`src/hdl/rbfi_pkg.sv`:
```
`timescale 1ns / 1ps
// Shared constants, register codes and face/lane index helpers for the ray box face unit.
package rbfi_pkg;

	localparam int NUM_AXES  = 3;
	localparam int NUM_FACES = 6;
	localparam int NUM_LANES = 12;

	typedef enum logic [2:0] {
		REG_MIN_X = 3'd0,
		REG_MAX_X = 3'd1,
		REG_MIN_Y = 3'd2,
		REG_MAX_Y = 3'd3,
		REG_MIN_Z = 3'd4,
		REG_MAX_Z = 3'd5
	} reg_idx_t;

	function automatic int face_axis(input int k);
		return k >> 1;
	endfunction

	function automatic int lane_face(input int l);
		return l >> 1;
	endfunction

	function automatic int other_axis(input int a, input int j);
		if (j == 0) begin
			return (a == 0) ? 1 : 0;
		end
		return (a == 2) ? 1 : 2;
	endfunction

	function automatic int lane_other(input int l);
		return other_axis(l >> 2, l & 1);
	endfunction

endpackage

```
`src/hdl/rbfi_back.sv`:
```
`timescale 1ns / 1ps
// Back stages: signed floor quotient, crossing points, bounds test and hit selection.
module rbfi_back #(
	parameter int W = 32
) (
	input  logic                 clk,
	input  logic                 arst_n,
	input  logic                 en,
	input  logic                 valid_in,
	input  logic [W:0]           quo [rbfi_pkg::NUM_LANES],
	input  logic                 rnz [rbfi_pkg::NUM_LANES],
	input  logic                 ovf [rbfi_pkg::NUM_LANES],
	input  logic                 neg [rbfi_pkg::NUM_LANES],
	input  logic signed [W-1:0]  sb [rbfi_pkg::NUM_LANES],
	input  logic                 zero [rbfi_pkg::NUM_FACES],
	input  logic                 behind [rbfi_pkg::NUM_FACES],
	input  logic signed [W-1:0]  plane [rbfi_pkg::NUM_FACES],
	input  logic signed [W-1:0]  box_lo [rbfi_pkg::NUM_AXES],
	input  logic signed [W-1:0]  box_hi [rbfi_pkg::NUM_AXES],
	output logic                 valid_s4,
	output logic [1:0]           hit_count_s4,
	output logic signed [W-1:0]  first_s4 [rbfi_pkg::NUM_AXES],
	output logic                 first_behind_s4,
	output logic signed [W-1:0]  second_s4 [rbfi_pkg::NUM_AXES],
	output logic                 second_behind_s4
);

	localparam int CW = W + 3;

	logic                valid_s1;
	logic signed [W+1:0] qs_s1 [rbfi_pkg::NUM_LANES];
	logic                ovf_s1 [rbfi_pkg::NUM_LANES];
	logic signed [W-1:0] sb_s1 [rbfi_pkg::NUM_LANES];
	logic                zero_s1 [rbfi_pkg::NUM_FACES];
	logic                behind_s1 [rbfi_pkg::NUM_FACES];
	logic signed [W-1:0] plane_s1 [rbfi_pkg::NUM_FACES];

	logic                valid_s2;
	logic signed [CW-1:0] c_s2 [rbfi_pkg::NUM_LANES];
	logic                ovf_s2 [rbfi_pkg::NUM_LANES];
	logic                zero_s2 [rbfi_pkg::NUM_FACES];
	logic                behind_s2 [rbfi_pkg::NUM_FACES];
	logic signed [W-1:0] plane_s2 [rbfi_pkg::NUM_FACES];

	logic                inb [rbfi_pkg::NUM_LANES];

	logic                valid_s3;
	logic                hit_s3 [rbfi_pkg::NUM_FACES];
	logic                behind_s3 [rbfi_pkg::NUM_FACES];
	logic signed [W-1:0] pt_s3 [rbfi_pkg::NUM_FACES][rbfi_pkg::NUM_AXES];

	logic [1:0]          sel_cnt;
	logic signed [W-1:0] sel_first [rbfi_pkg::NUM_AXES];
	logic signed [W-1:0] sel_second [rbfi_pkg::NUM_AXES];
	logic                sel_first_behind;
	logic                sel_second_behind;

	always_ff @(posedge clk or negedge arst_n) begin
		if (!arst_n) begin
			valid_s1 <= 1'b0;
			valid_s2 <= 1'b0;
			valid_s3 <= 1'b0;
			valid_s4 <= 1'b0;
		end else if (en) begin
			valid_s1 <= valid_in;
			valid_s2 <= valid_s1;
			valid_s3 <= valid_s2;
			valid_s4 <= valid_s3;
		end
	end

	// A negative quotient rounds toward minus infinity when the remainder is nonzero.
	always_ff @(posedge clk) begin
		if (en) begin
			for (int l = 0; l < rbfi_pkg::NUM_LANES; l++) begin
				qs_s1[l]  <= neg[l] ? (~{1'b0, quo[l]} + (W+2)'(!rnz[l])) : {1'b0, quo[l]};
				ovf_s1[l] <= ovf[l];
				sb_s1[l]  <= sb[l];
			end
			for (int k = 0; k < rbfi_pkg::NUM_FACES; k++) begin
				zero_s1[k]   <= zero[k];
				behind_s1[k] <= behind[k];
				plane_s1[k]  <= plane[k];
			end
		end
	end

	always_ff @(posedge clk) begin
		if (en) begin
			for (int l = 0; l < rbfi_pkg::NUM_LANES; l++) begin
				c_s2[l]   <= CW'(sb_s1[l]) + CW'(qs_s1[l]);
				ovf_s2[l] <= ovf_s1[l];
			end
			for (int k = 0; k < rbfi_pkg::NUM_FACES; k++) begin
				zero_s2[k]   <= zero_s1[k];
				behind_s2[k] <= behind_s1[k];
				plane_s2[k]  <= plane_s1[k];
			end
		end
	end

	always_comb begin
		for (int l = 0; l < rbfi_pkg::NUM_LANES; l++) begin
			inb[l] = (c_s2[l] >= CW'(box_lo[rbfi_pkg::lane_other(l)]))
			      && (c_s2[l] <= CW'(box_hi[rbfi_pkg::lane_other(l)]));
		end
	end

	always_ff @(posedge clk) begin
		if (en) begin
			for (int k = 0; k < rbfi_pkg::NUM_FACES; k++) begin
				hit_s3[k] <= !zero_s2[k] && !ovf_s2[2*k] && !ovf_s2[2*k+1]
				          && inb[2*k] && inb[2*k+1];
				behind_s3[k] <= behind_s2[k];
				for (int ax = 0; ax < rbfi_pkg::NUM_AXES; ax++) begin
					if (ax == rbfi_pkg::face_axis(k)) begin
						pt_s3[k][ax] <= plane_s2[k];
					end else if (ax == rbfi_pkg::other_axis(rbfi_pkg::face_axis(k), 0)) begin
						pt_s3[k][ax] <= c_s2[2*k][W-1:0];
					end else begin
						pt_s3[k][ax] <= c_s2[2*k+1][W-1:0];
					end
				end
			end
		end
	end

	always_comb begin
		sel_cnt           = 2'd0;
		sel_first_behind  = 1'b0;
		sel_second_behind = 1'b0;
		for (int ax = 0; ax < rbfi_pkg::NUM_AXES; ax++) begin
			sel_first[ax]  = '0;
			sel_second[ax] = '0;
		end
		for (int k = 0; k < rbfi_pkg::NUM_FACES; k++) begin
			if (hit_s3[k]) begin
				if (sel_cnt == 2'd0) begin
					sel_first        = pt_s3[k];
					sel_first_behind = behind_s3[k];
					sel_cnt          = 2'd1;
				end else if (sel_cnt == 2'd1) begin
					sel_second        = pt_s3[k];
					sel_second_behind = behind_s3[k];
					sel_cnt           = 2'd2;
				end
			end
		end
	end

	always_ff @(posedge clk) begin
		if (en) begin
			hit_count_s4     <= sel_cnt;
			first_s4         <= sel_first;
			first_behind_s4  <= sel_first_behind;
			second_s4        <= sel_second;
			second_behind_s4 <= sel_second_behind;
		end
	end

endmodule

```
`config.mk`:
```
export PLATFORM = sky130hd
export DESIGN_NAME = rbfi_back
export DESIGN_NICKNAME = d
export VERILOG_FILES = /design/src/hdl/rbfi_pkg.sv /design/src/hdl/rbfi_back.sv
export SDC_FILE = /design/constraint.sdc
export NUM_CORES = 2
export LEC_CHECK = 0
export ABC_AREA = 1
export BUFFER_PORTS_ARGS = -buffer_cell sky130_fd_sc_hd__buf_2
export CAP_MARGIN = 15
export CELL_PAD_IN_SITES_DETAIL_PLACEMENT = 1
export CELL_PAD_IN_SITES_GLOBAL_PLACEMENT = 1
export CORE_MARGIN = 2
export CORE_UTILIZATION = 44
export CTS_BUF_LIST = sky130_fd_sc_hd__clkbuf_2 sky130_fd_sc_hd__clkbuf_4 sky130_fd_sc_hd__clkbuf_8
export DETAILED_ROUTE_END_ITERATION = 8
export GPL_ROUTABILITY_DRIVEN = 0
export PLACE_DENSITY = 0.88
export SLEW_MARGIN = 20
export SYNTH_ARGS = -nofsm -noshare
export SYNTH_HDL_FRONTEND = slang
export SYNTH_SLANG_ARGS = --single-unit
```
`constraint.sdc`:
```
create_clock -name clk -period 3.65 [get_ports clk]
set_input_delay 0.5475 -clock clk [delete_from_list [all_inputs] [get_ports clk]]
set_output_delay 0.5475 -clock clk [all_outputs]
set_load 0.02 [all_outputs]
```
==> results.py, run 1 <==
metrics = {
    "outcome": {
        "status": "aborted with a tool error",
        "stop_stage": "global routing",
        "error_message": "[ERROR GRT-0232] Routing congestion too high. Check the congestion heatmap in the GUI.",
    },
    "placement": {
        "place_worst_setup_slack_ps": -37.7,
        "placement.io_buffers": 1412,
        "post_place_cell_area_um2": 152000,
        "dpl.hpwl_um": 491000,
    },
    "clock_tree": {
        "clockRootBuffer": "sky130_fd_sc_hd__clkbuf_8",
        "cts_max_level": 5,
        "cts_num_sinks": 2432,
        "longest_clk_path_bufs": 4,
        "tritoncts.num_buffers": 421,
    },
    "die": {
        "fp.dieH_um": 566,
        "floorplan.initialDensity_pct": 44.2,
        "core.rowCount": 206,
        "die_w_um": 566,
        "io-pin-count": 1413,
    },
    "synth": {
        "avgSynthCellArea_um2": 9.95,
        "synth_flop_cell": "sky130_fd_sc_hd__edfxtp_1",
        "syn-instance-count": 14000,
        "synth_fp_nets": 16500,
        "synthArstFlopShare_pct": 0.164,
        "synth.largest_area_cell": "sky130_fd_sc_hd__edfxtp_1",
        "yosysUniqueCellTypes": 63,
        "number_of_enable_type_register_cells_in_the_synthesized_netlist": 2428,
        "yosys_warnings": 0,
        "postSynthRegisterBits": 2432,
        "combined_area_of_all_synthesized_cells_um2": 139000,
        "share_of_the_synthesized_area_in_the_top_cell_type_pct": 52.4,
        "netlist_top_cells_area": "sky130_fd_sc_hd__edfxtp_1 52%, sky130_fd_sc_hd__ha_1 12%, sky130_fd_sc_hd__nand2_1 7.3%",
        "yosysSeqAreaShare_pct": 52.5,
    },
    "timing": {
        "repair-timing-grt-worst-ep": "c_s2[1][104]$_DFFE_PP_/D",
        "worst_endpoint_kind": "register data pin",
    },
    "global_routing": {
        "groute.usage.overall_pct": 56.5,
        "grt_remaining_overflow": 14,
        "grt_start_max_net_pins": 169,
    },
}
==> stage by stage <==
| stage | TNS, ps | instances | hold slack, ps | util, % |
|---|---|---|---|---|
| after floorplan | 0 | 14000 | 252 | - |
| after detailed placement | -161 | 19400 | 359 | 48.2 |
| after global placement | 0 | 19400 | 356 | 48.2 |
| after CTS | 0 | 21500 | 0.509 | 55.2 |
==> Yosys cell counts, types with 59 or more instances <==
cell	number
sky130_fd_sc_hd__clkbuf_1	199
sky130_fd_sc_hd__ha_1	1284
sky130_fd_sc_hd__o21ai_1	82
sky130_fd_sc_hd__xnor2_1	181
sky130_fd_sc_hd__inv_1	1436
sky130_fd_sc_hd__o21ai_0	893
sky130_fd_sc_hd__a31oi_1	105
sky130_fd_sc_hd__xor2_1	470
sky130_fd_sc_hd__edfxtp_1	2428
sky130_fd_sc_hd__a21o_1	67
sky130_fd_sc_hd__nor2_1	1151
sky130_fd_sc_hd__nand3_1	597
sky130_fd_sc_hd__nand4_1	159
sky130_fd_sc_hd__o211ai_1	178
sky130_fd_sc_hd__o221ai_1	69
sky130_fd_sc_hd__a21oi_1	1039
sky130_fd_sc_hd__nor4_1	118
sky130_fd_sc_hd__nand2_1	2701
sky130_fd_sc_hd__o21a_1	59
sky130_fd_sc_hd__nor3_1	149
==> cell families after synthesis <==
kind of cell | count (synthesis) | share of synthesized area, %
and+or+nand+nor | 5096 | 15.5
AOI/OAI and AO/OA | 2782 | 11.5
buffers and inverters | 1716 | 4.66
xor gates and xnor gates | 651 | 4.10
DFF | 2432 | 52.5
adders and majority gates | 1296 | 11.7
==> per-layer routing <==
layer | GRT usage (%) | overflow
met5 | 21.9 | 0
met1 | 56.5 | 0
met2 | 71.8 | 6
met4 | 52.9 | 7
met3 | 43.2 | 1
==> timing repair <==
action	in CTS
resized for setup	5
cloned	1
endpoints found under the setup margin	48
hold buffers	1353
buffers inserted	6
hold endpoints to repair	1076
==> run 2: changes to the inputs <==
CELL_PAD_IN_SITES_DETAIL_PLACEMENT = default   (was 1)
CELL_PAD_IN_SITES_GLOBAL_PLACEMENT = default   (was 1)
CORE_UTILIZATION = 36   (was 44)
CTS_BUF_LIST = default   (was sky130_fd_sc_hd__clkbuf_2 sky130_fd_sc_hd__clkbuf_4 sky130_fd_sc_hd__clkbuf_8)
PLACE_DENSITY = default   (was 0.88)
PLACE_DENSITY_LB_ADDON = 0.15   (was default)
clock period = 4.75 ns   (was 3.65 ns; I/O delays follow)
==> run 2 against run 1 <==
  * The flow now finishes without violations
  * Synthesized area is the same
  * Synthesized cell count is the same
==> results.py, run 2 <==
metrics = {
    "clock_tree": {
        "cts_max_level": 5,
        "cts_tree": "built",
        "longest_clk_path_bufs": 4,
        "cts_num_sinks": 2432,
        "tritoncts.num_buffers": 292,
        "reg_clk_slew_reported_paths_ps": 60,
        "postCtsSetupBuffers": 0,
        "worstSkewPairLatency_ps": 960,
        "clockRootBuffer": "sky130_fd_sc_hd__clkbuf_16",
    },
    "die": {
        "die_w_um": 625,
        "core.rowCount": 228,
        "fp.dieH_um": 625,
        "floorplan.initialDensity_pct": 36.1,
        "design.core.area_um2": 385000,
        "fp.dieArea_um2": 391000,
        "io-pin-count": 1413,
    },
    "timing": {
        "final.setup_skew_ps": 51.5,
        "hold_viol": 0,
        "maxSlewHeadroom_pct": 20.9,
        "period_share_pct": 83.1,
        "min_period_ps": 3950,
        "worst_pin_slew_ps": 1190,
        "finalMaxSlewViolations": 0,
        "grt_setup_unrepaired": "no",
        "setup_viol_count_final": 0,
        "setup_tns_ps": 0,
        "fmax_mhz": 253,
    },
    "global_routing": {
        "first_global_vias": 109000,
        "antenna_found_initial": 134,
        "grt_first_pass_wirelength_um": 787000,
        "grt_remaining_overflow": 0,
        "grt_start_max_net_pins": 171,
        "groute.usage.overall_pct": 28.2,
    },
    "synth": {
        "synth_top_family_by_area": "simple AND/OR/NAND/NOR gates",
        "synth.mux.area_fraction_pct": 0,
        "syn-instance-count": 14000,
        "avgSynthCellArea_um2": 9.95,
        "share_of_synthesized_cell_area_in_full_adder_half_adder_and_majority_cells_pct": 11.7,
        "synthMostInstantiatedCell": "sky130_fd_sc_hd__nand2_1",
        "netlist_top_cells_area": "sky130_fd_sc_hd__edfxtp_1 52%, sky130_fd_sc_hd__ha_1 12%, sky130_fd_sc_hd__nand2_1 7.3%",
        "postSynthRegisterBits": 2432,
        "yosysSeqAreaShare_pct": 52.5,
        "synth_common_cells": "2701 x sky130_fd_sc_hd__nand2_1, 2428 x sky130_fd_sc_hd__edfxtp_1, 1436 x sky130_fd_sc_hd__inv_1",
        "synth_xor_xnor_area_share_pct": 4.10,
        "synth.largest_area_cell": "sky130_fd_sc_hd__edfxtp_1",
        "synthArstFlopShare_pct": 0.164,
        "yosysUniqueCellTypes": 63,
        "synth_fp_nets": 16500,
        "synth_flop_cell": "sky130_fd_sc_hd__edfxtp_1",
        "share_of_the_synthesized_area_in_the_top_cell_type_pct": 52.4,
        "synth_compound_area_share_pct": 11.5,
        "yosys.area_share.simple_pct": 15.5,
        "number_of_enable_type_register_cells_in_the_synthesized_netlist": 2428,
        "yosys_warnings": 0,
        "combined_area_of_all_synthesized_cells_um2": 139000,
    },
    "setup_path": {
        "critPathMaxFanout": 83,
        "worst_ep_required_time_ps": 5520,
        "crit_path_end_kind": "flop",
        "worst_ep_arrival_time_ps": 4720,
        "crit_path_start_kind": "flop",
        "worstSetupPathType": "reg -> reg",
    },
    "finish": {
        "area_growth_pct": 21.2,
        "layout.nets": 18600,
        "most-common-layout-cells": "2697 x sky130_fd_sc_hd__nand2_1, 2428 x sky130_fd_sc_hd__edfxtp_1, 1433 x sky130_fd_sc_hd__inv_1, 1411 x sky130_fd_sc_hd__buf_2, 1284 x sky130_fd_sc_hd__ha_1",
        "layout-drive-gt1-share_pct": 13.2,
        "most_common_cell_after_layout_fill_and_taps_aside": "sky130_fd_sc_hd__nand2_1",
        "biggestRegsByFlops": "pt_s3 x576, c_s2 x420, qs_s1 x408",
        "regMostFlops": "pt_s3",
        "final-instance-count-excl-fill": 21500,
        "largest_register_ffs": 576,
    },
    "power": {
        "netSwitchingPower_w": 0.0232,
        "clock_power_share_pct": 33.2,
        "p_int_w": 0.0457,
        "power.static_leakage_nw": 71.4,
        "seq_power_share_pct": 44.1,
        "netSwitchingFraction_pct": 33.7,
        "cellPowerDensity_nw_per_um2": 409,
        "vdd.ir_drop.worst_mv": 0.297,
        "power.combinational.fraction_pct": 22.7,
    },
    "placement": {
        "placement.io_buffers": 1412,
        "post-place-cells": 20300,
        "dpl.hpwl_um": 456000,
    },
    "routing": {
        "wl_per_cell_um": 26.7,
        "first_iter_violations": 12300,
        "antenna_violating_nets_post_route": 0,
        "routed-via-count": 116000,
        "detail_route.vias_per_cell": 5.40,
        "finalWirelength_um": 573000,
        "detail_route.first_pass.iterations": 8,
        "detail_route.drc_violations": 0,
    },
    "outcome": {
        "status": "complete, no violations",
    },
    "min_path": {
        "worstHoldPathType": "in -> reg",
    },
    "flow_run": {
        "cap_violations": 0,
    },
}
[run 2: path summary, 6_finish.rpt]
kind                       slack (ps)       startpoint  cells after the start               to
max                               800        hit_s3[1]                     17     second_s4[8]
min                                60        plane[10]                      1  plane_s1[5][10]
max reg2reg                       800        hit_s3[1]                     17     second_s4[8]
min reg2reg                       390  plane_s1[3][17]                      0  plane_s2[3][17]
max in group asynchronous        4490           arst_n                      2         valid_s3
min in group asynchronous         140           arst_n                      2         valid_s2
[run 2: kinds of logic after synthesis]
logic type                 count (synthesis)
xor gates and xnor gates                 651
DFF                                     2432
adders and majority gates               1296
AOI/OAI and AO/OA                       2782
buffers and inverters                   1716
and+or+nand+nor                         5096
[run 2: critical path, stage by stage (launching register included)]
cell and delay [ps]:
sky130_fd_sc_hd__edfxtp_1 440, sky130_fd_sc_hd__inv_2 60, sky130_fd_sc_hd__ha_1 310, sky130_fd_sc_hd__o21ai_1 280
sky130_fd_sc_hd__inv_1 80, sky130_fd_sc_hd__ha_1 300, sky130_fd_sc_hd__nand2_1 50, sky130_fd_sc_hd__o21ai_0 110
sky130_fd_sc_hd__ha_1 320, sky130_fd_sc_hd__o21ai_1 280, sky130_fd_sc_hd__inv_1 100, sky130_fd_sc_hd__ha_1 210
sky130_fd_sc_hd__nand2_1 60, sky130_fd_sc_hd__nor2_1 90, sky130_fd_sc_hd__inv_8 420, sky130_fd_sc_hd__buf_12 280
sky130_fd_sc_hd__o21ai_0 120, sky130_fd_sc_hd__o22ai_1 190
[run 2: layer usage]
layer  track usage (%)  routed length (um)
met3              4.10               43500
met1              37.5              238000
met4              17.2               40600
met2              43.5              251000
met5                 0                 276
[run 2: layout make-up]
| class | count | area, um2 |
|---|---|---|
| clock buffers | 340 | 7530 |
| repair buffers | 2128 | 14400 |
| multi-input cells | 9825 | 59600 |
| clock inverters | 188 | 2070 |
| fillers | 37300 | 217000 |
| inverters | 1453 | 5480 |
| diodes | 57 | 143 |
| flip-flops and latches | 2432 | 73000 |
| well taps | 5060 | 6330 |
[run 2: repair_timing]
| item | CTS | global route |
|---|---|---|
| resized for setup | 0 | 0 |
| hold buffers | 582 | 0 |
| setup endpoints to repair | 0 | 0 |
| hold endpoints to repair | 585 | 0 |
[run 2: power by group through the flow]
stage	Clock [W]	Sequential, W	Combinational, W
final	0.0229	0.0304	0.0156
after global routing	0.0241	0.0304	0.0174
after CTS	0.0233	0.0303	0.0155
after detailed placement	0	0.0307	0.0150
after global placement	0	0.0308	0.0148
after floorplan	0	0.0285	0.00925
[run 2: metrics by stage]
step | util, % | area, um2 | hold slack [ps] | total power, W | setup slack (ps)
2_1_floorplan | - | 139000 | 400 | 0.0378 | 939
3_3_place_gp | 39.7 | 153000 | 400 | 0.0456 | 938
3_5_place_dp | 39.7 | 153000 | 405 | 0.0456 | 827
4_1_cts | 43.7 | 168000 | 3.75 | 0.0691 | 794
5_1_grt | 43.7 | 168000 | 26.3 | 0.0718 | 464
6_report | 43.8 | 169000 | 63.7 | 0.0690 | 801
Power figures use the tool's default switching activity.
